**src/sv/nrat_pkg.sv**
```systemverilog
`default_nettype none
// ----------------------------------------------------------------------------
// nrat_pkg
// Shared types and constants of the neighbor rssi averaging table.
// ----------------------------------------------------------------------------
package nrat_pkg;

   // field widths
   localparam int unsigned ACTION_W = 2;
   localparam int unsigned FREQ_W   = 5;
   localparam int unsigned BSIC_W   = 6;
   localparam int unsigned RSSI_W   = 8;
   localparam int unsigned AVG_W    = 9;
   localparam int unsigned CNT_W    = 4;

   // table geometry
   localparam int unsigned DEF_FREQ_SLOTS = 32;
   localparam int unsigned BSIC_SLOTS     = 64;

   // result on a first sighting
   localparam logic signed [AVG_W-1:0] FIRST_SIGHTING = -9'sd200;

   // configuration port
   localparam int unsigned CSR_ADDR_W = 3;
   localparam int unsigned CSR_DATA_W = 32;
   localparam logic [CSR_ADDR_W-3:0] CSR_REPORT_WINDOW = 1'b0;
   localparam logic [CNT_W-1:0] REPORT_WINDOW_RESET = 4'd4;

   typedef enum logic [ACTION_W-1:0] {
      ACT_ADD   = 2'd0,
      ACT_START = 2'd1,
      ACT_CLEAR = 2'd2
   } action_type;

   typedef enum logic [2:0] {
      ST_INIT,
      ST_IDLE,
      ST_ADD,
      ST_DECAY,
      ST_DRAIN,
      ST_CLEAR,
      ST_DONE
   } state_type;

   typedef struct packed {
      logic capture;
      logic add_read;
      logic add_write;
      logic decay_read;
      logic clear_write;
      logic load_rsp;
      logic rsp_add;
   } dp_cmd_type;

   typedef struct packed {
      logic req_add;
      logic req_start;
      logic req_clear;
      logic sweep_last;
      logic rsp_free;
   } dp_status_type;

endpackage
`default_nettype wire

```
**src/sv/nrat_ctrl.sv**
```systemverilog
`default_nettype none
// ----------------------------------------------------------------------------
// nrat_ctrl
// Controller: sequences add, decay sweep, clear sweep and the reset clear.
// ----------------------------------------------------------------------------
module nrat_ctrl (
   input  wire logic                   clock,
   input  wire logic                   reset,
   input  wire logic                   req_valid,
   output logic                        req_ready,
   input  wire nrat_pkg::dp_status_type status,
   output nrat_pkg::dp_cmd_type        cmd
);
   import nrat_pkg::*;

   state_type state_ff;
   state_type state_in;

   always_ff @(posedge clock) begin
      if (reset) begin
         state_ff <= ST_INIT;
      end else begin
         state_ff <= state_in;
      end
   end

   // next state
   always_comb begin
      state_in = state_ff;
      unique case (state_ff)
         ST_INIT: begin
            if (status.sweep_last) begin
               state_in = ST_IDLE;
            end
         end
         ST_IDLE: begin
            if (req_valid) begin
               priority if (status.req_add) begin
                  state_in = ST_ADD;
               end else if (status.req_start) begin
                  state_in = ST_DECAY;
               end else if (status.req_clear) begin
                  state_in = ST_CLEAR;
               end else begin
                  state_in = ST_DONE;
               end
            end
         end
         ST_ADD: begin
            if (status.rsp_free) begin
               state_in = ST_IDLE;
            end
         end
         ST_DECAY: begin
            if (status.sweep_last) begin
               state_in = ST_DRAIN;
            end
         end
         ST_DRAIN: begin
            state_in = ST_DONE;
         end
         ST_CLEAR: begin
            if (status.sweep_last) begin
               state_in = ST_DONE;
            end
         end
         ST_DONE: begin
            if (status.rsp_free) begin
               state_in = ST_IDLE;
            end
         end
         default: begin
            state_in = ST_INIT;
         end
      endcase
   end

   // outputs
   always_comb begin
      cmd       = '0;
      req_ready = 1'b0;
      unique case (state_ff)
         ST_INIT: begin
            cmd.clear_write = 1'b1;
         end
         ST_IDLE: begin
            req_ready    = 1'b1;
            cmd.capture  = req_valid;
            cmd.add_read = req_valid & status.req_add;
         end
         ST_ADD: begin
            cmd.add_write = status.rsp_free;
            cmd.load_rsp  = status.rsp_free;
            cmd.rsp_add   = 1'b1;
         end
         ST_DECAY: begin
            cmd.decay_read = 1'b1;
         end
         ST_DRAIN: begin
            // last decrement written by the datapath pipeline
         end
         ST_CLEAR: begin
            cmd.clear_write = 1'b1;
         end
         ST_DONE: begin
            cmd.load_rsp = status.rsp_free;
         end
         default: begin
         end
      endcase
   end
endmodule
`default_nettype wire

```
**config.mk**
```make
export PLATFORM = sky130hd
export DESIGN_NAME = nrat_ctrl
export DESIGN_NICKNAME = d
export VERILOG_FILES = /design/src/sv/nrat_pkg.sv /design/src/sv/nrat_ctrl.sv
export SDC_FILE = /design/constraint.sdc
export NUM_CORES = 1
export LEC_CHECK = 0
export BUFFER_PORTS_ARGS = -buffer_cell sky130_fd_sc_hd__buf_2
export CAP_MARGIN = 20
export CELL_PAD_IN_SITES_DETAIL_PLACEMENT = 1
export CELL_PAD_IN_SITES_GLOBAL_PLACEMENT = 1
export CORE_AREA = 2 2 39 41
export CTS_BUF_LIST = sky130_fd_sc_hd__clkbuf_4 sky130_fd_sc_hd__clkbuf_8 sky130_fd_sc_hd__clkbuf_16
export CTS_CLUSTER_DIAMETER = 80
export DETAILED_ROUTE_END_ITERATION = 16
export DIE_AREA = 0 0 41 43
export PLACE_DENSITY = 0.74
export REMOVE_ABC_BUFFERS = 1
export SETUP_SLACK_MARGIN = 0.1
export SLEW_MARGIN = 20
export SYNTH_ARGS = -nofsm -noshare
export SYNTH_HDL_FRONTEND = slang
export SYNTH_SLANG_ARGS = --single-unit
```
**constraint.sdc**
```tcl
create_clock -name clock -period 1.5 [get_ports clock]
set_input_delay 0.075 -clock clock [delete_from_list [all_inputs] [get_ports clock]]
set_output_delay 0.075 -clock clock [all_outputs]
set_load 0.05 [all_outputs]
```
# [Word-level counts from Yosys, hierarchy flattened]
# Cells that the tools add are included.
[word_totals] reg_bits=3 out_inout_bits=8 inputBits=8 elab_cells=33
[op_classes] bitwise=1 reduce_logical=4 n_eq_ne=11 mux=16
[op_table] cell="3-bit 2-to-1 mux" count=7
[op_table] cell="3-bit one-hot mux with 6 select lines" count=1
[op_table] cell="3-bit == test (second input constant)" count=3
[op_table] cell="2-bit inequality test (second input constant)" count=4
[op_table] cell="3-bit by 2-bit == test with 1-bit output (second input constant)" count=2
[op_table] cell="1-bit 2-to-1 mux" count=6
[op_table] cell="5-bit AND reduction" count=1
[op_table] cell="2-bit 2-to-1 mux" count=2
[op_table] cell="2-bit OR reduction" count=2
[op_table] cell="3-bit by 1-bit == test with 1-bit output (second input constant)" count=1
[op_table] cell="3-bit logical NOT" count=1
[op_table] cell="2-bit by 1-bit inequality test with 1-bit output (second input constant)" count=1
[op_table] cell="1-bit AND" count=1

# [Longest topological paths before layout]
[logic_depth] word_depth=5 mapped_depth=5 mapped_depth_nobuf=4

# [Least setup slack after synthesis]
# OpenSTA, ideal clock, no wires.
[synth_path] path_type="reg-to-output" startpoint="reg state_ff[2]" endpoint="out cmd[5] in the netlist's numbering" path_slack_ns=-0.427 path_buffers=1 required_time_ns=1.425 arrival_time_ns=1.852 path_stages_with_launch=5 cell_sequence="dfxtp_1 -> buf_6 -> nand2b_1 -> nor2_1 -> and3_1"
[synth_rtl] item="from (decl)" line="nrat_ctrl.sv:16" text="state_type state_ff;"
[synth_rtl] item="from (signal assigned)" line="nrat_ctrl.sv:23" text="state_ff <= state_in;"
[synth_rtl] item="to (decl)" line="nrat_ctrl.sv:12" text="output nrat_pkg::dp_cmd_type cmd"

==> results.ini <==
[clock_network]
cts_made_buffers=3
cts_tree=yes
cts_sinks=3
cts_max_level=1
cts_hold_buffers=0
clk_path_buf_depth=2
path_clk_slew_ps=40
clockRootBuffer=clkbuf_4
clkLatencyLatePin_ps=220

[route]
dr_total_vias=334
viasPerCell=4.58
drt_wl_total_um=837
drtIter0Drc=2
first_pass_iters=2
drtAntennaViolNets=0
route.detailed.drc=0
post_drt_wl_per_cell_um=11.5

[synth]
syn-cell-area_um2=308
synth_cell_type_count=24
yosys.area.top_type_share_pct=19.5
yosys.area.top_type=dfxtp_1
synthCells=39
synth_seq_area_share_pct=19.5
synth_seq_cells=3
avgSynthCellArea_um2=7.89
synth_area_leaders=dfxtp_1, nor2_1, buf_6
ys_warn_count=0

[sta]
period_share_pct=88.5
worst_pin_slew_ps=251
relSlewSlack_pct=83.2
setup_viol_count_final=0
period_minus_slack_ps=1330
drv_slew=0
grt_setup_unrepaired=false
max_freq_mhz=753
skew_ps=1.10
hold_violations=0

[place]
gp_congestion=0.762
portBuffers=15
dp_hpwl_um=668

[critical_path]
reg2reg_slack_ps=220
slowest_delay_ps=440
crit_arrival_ps=1250
required_ps=1420
crit_chain=nand2b_4 -> nor2_2 -> and3_1 -> buf_4
critPathBufInv=1
critical_path_class=flip-flop to primary output
r2r_cells=5
slowest_stage=dfxtp_2
r2r_start=state_ff[0]
path_max_fanout=9
crit_family=flip-flops
endpoint_kind=primary output
worst_setup_path_start_kind=flip-flop
rr_endpoint=state_ff[0]

[flow_run]
timing.max_cap.violations=0

[outcome]
status=completed

[finish]
seqCellArea_um2=62.6
mostFrequentLayoutCells=buf_2, nor2_1, clkbuf_4
regMostFlops=state_ff
layout_commonest_cell=buf_2
multi_input_area_um2=224
syn_to_final_growth_pct=42.7
largestRegisters=state_ff x3
postLayoutCoreUtil_pct=31.7
fin_nets=66
fillers=192
largest_register_ffs=3
layout-drive-gt1-share_pct=52.6
n_antenna_cell=0

[floorplan]
num_rows=14
ios=16
initial_core_util_pct=22.2
die_area_um2=1760
dieWidth_um=41
dieHeight_um=43
core_area_um2=1380

[hold_path]
hold_path_class=primary input to flip-flop
min_to=state_ff[2]
hp-start=reset
hold_depth=2

[power]
p_leak_uw=0.000203
ir_drop_uv=478
power_uw=970
p_per_area_nw_per_um2=2210

[grt]
grt_max_degree=10
antenna_found_initial=0
grt_pass1_wl_um=1350
grt_overflow=0
grt.total_usage_pct=10.6
grt_pass1_vias=343

[final cells by class]
cell class | instances | share of cell area [%]
Clock buffer | 4 | 6.84
Inverter | 3 | 2.56
Sequential cell | 3 | 14.2
Timing Repair Buffer | 16 | 20.8
Tap cell | 16 | 4.56
Multi-Input combinational cell | 31 | 51.0
[power by group]
part / total (µW) / internal, µW / switching, µW
clock: 157 / 118 / 39.1
combinational: 641 / 205 / 436
sequential: 173 / 111 / 61.3
[Yosys cell counts]
master	n
a31oi_1	1
o21ai_4	1
o21ai_0	1
nor2_1	8
nor3_1	1
nand2_1	2
a221o_1	1
inv_2	1
o32ai_1	1
nand2b_4	1
mux2i_1	2
o211ai_1	1
and2_1	1
a21oi_4	1
nand2b_1	2
and3_1	1
a21oi_1	2
xor2_1	1
inv_1	2
dfxtp_1	3
a21oi_2	1
or3_1	1
o21ai_2	1
buf_6	2
[per-layer routing]
layer  wire [µm]  track usage [%]  up-vias
met1         349             11.5      152
met4           0             2.00        0
li1            -                -      173
met3          39             1.57        0
met5           0                0        -
met2         449             20.0        9
[stage by stage]
step	TNS (ps)	area, µm²	instances	hold slack, ps	worst slack, ps
5_1_grt	0	439	73	129	110
2_1_floorplan	-918	285	37	193	-477
3_5_place_dp	0	388	69	349	182
3_3_place_gp	0	388	69	359	249
4_1_cts	0	425	73	113	118
6_report	0	439	73	116	173
[worst max-delay path by stage]
| stage | startpoint | endpoint | slack, ps | depth (start not counted) |
|---|---|---|---|---|
| 2_1_floorplan | state_ff[0] | cmd[5] | -480 | 3 |
| 3_3_place_gp | state_ff[2] | state_ff[0] | 250 | 4 |
| 3_5_place_dp | state_ff[2] | state_ff[0] | 180 | 4 |
| 4_1_cts | state_ff[2] | cmd[5] | 120 | 4 |
| 5_1_grt | state_ff[1] | cmd[3] | 110 | 3 |
| 6_report | state_ff[2] | cmd[5] | 170 | 4 |
[logic make-up (layout without fill, tap and decap cells)]
group / after synthesis / after routing / share of synthesized area [%]
simple gates: 17 / 17 / 28.5
compound gates: 11 / 11 / 31.7
buf+inv: 5 / 23 / 11.0
flops: 3 / 3 / 19.5
mux: 2 / 2 / 6.50
xor+xnor: 1 / 1 / 2.85
[timing repair]
item                       4_1_cts  5_1_grt
setup buffers                    0        0
setup endpoints to repair        2        2
cloned                           0        0
resized for setup                4        3
hold endpoints to repair         0        0
Note: power is estimated with default switching activity, not from simulation.
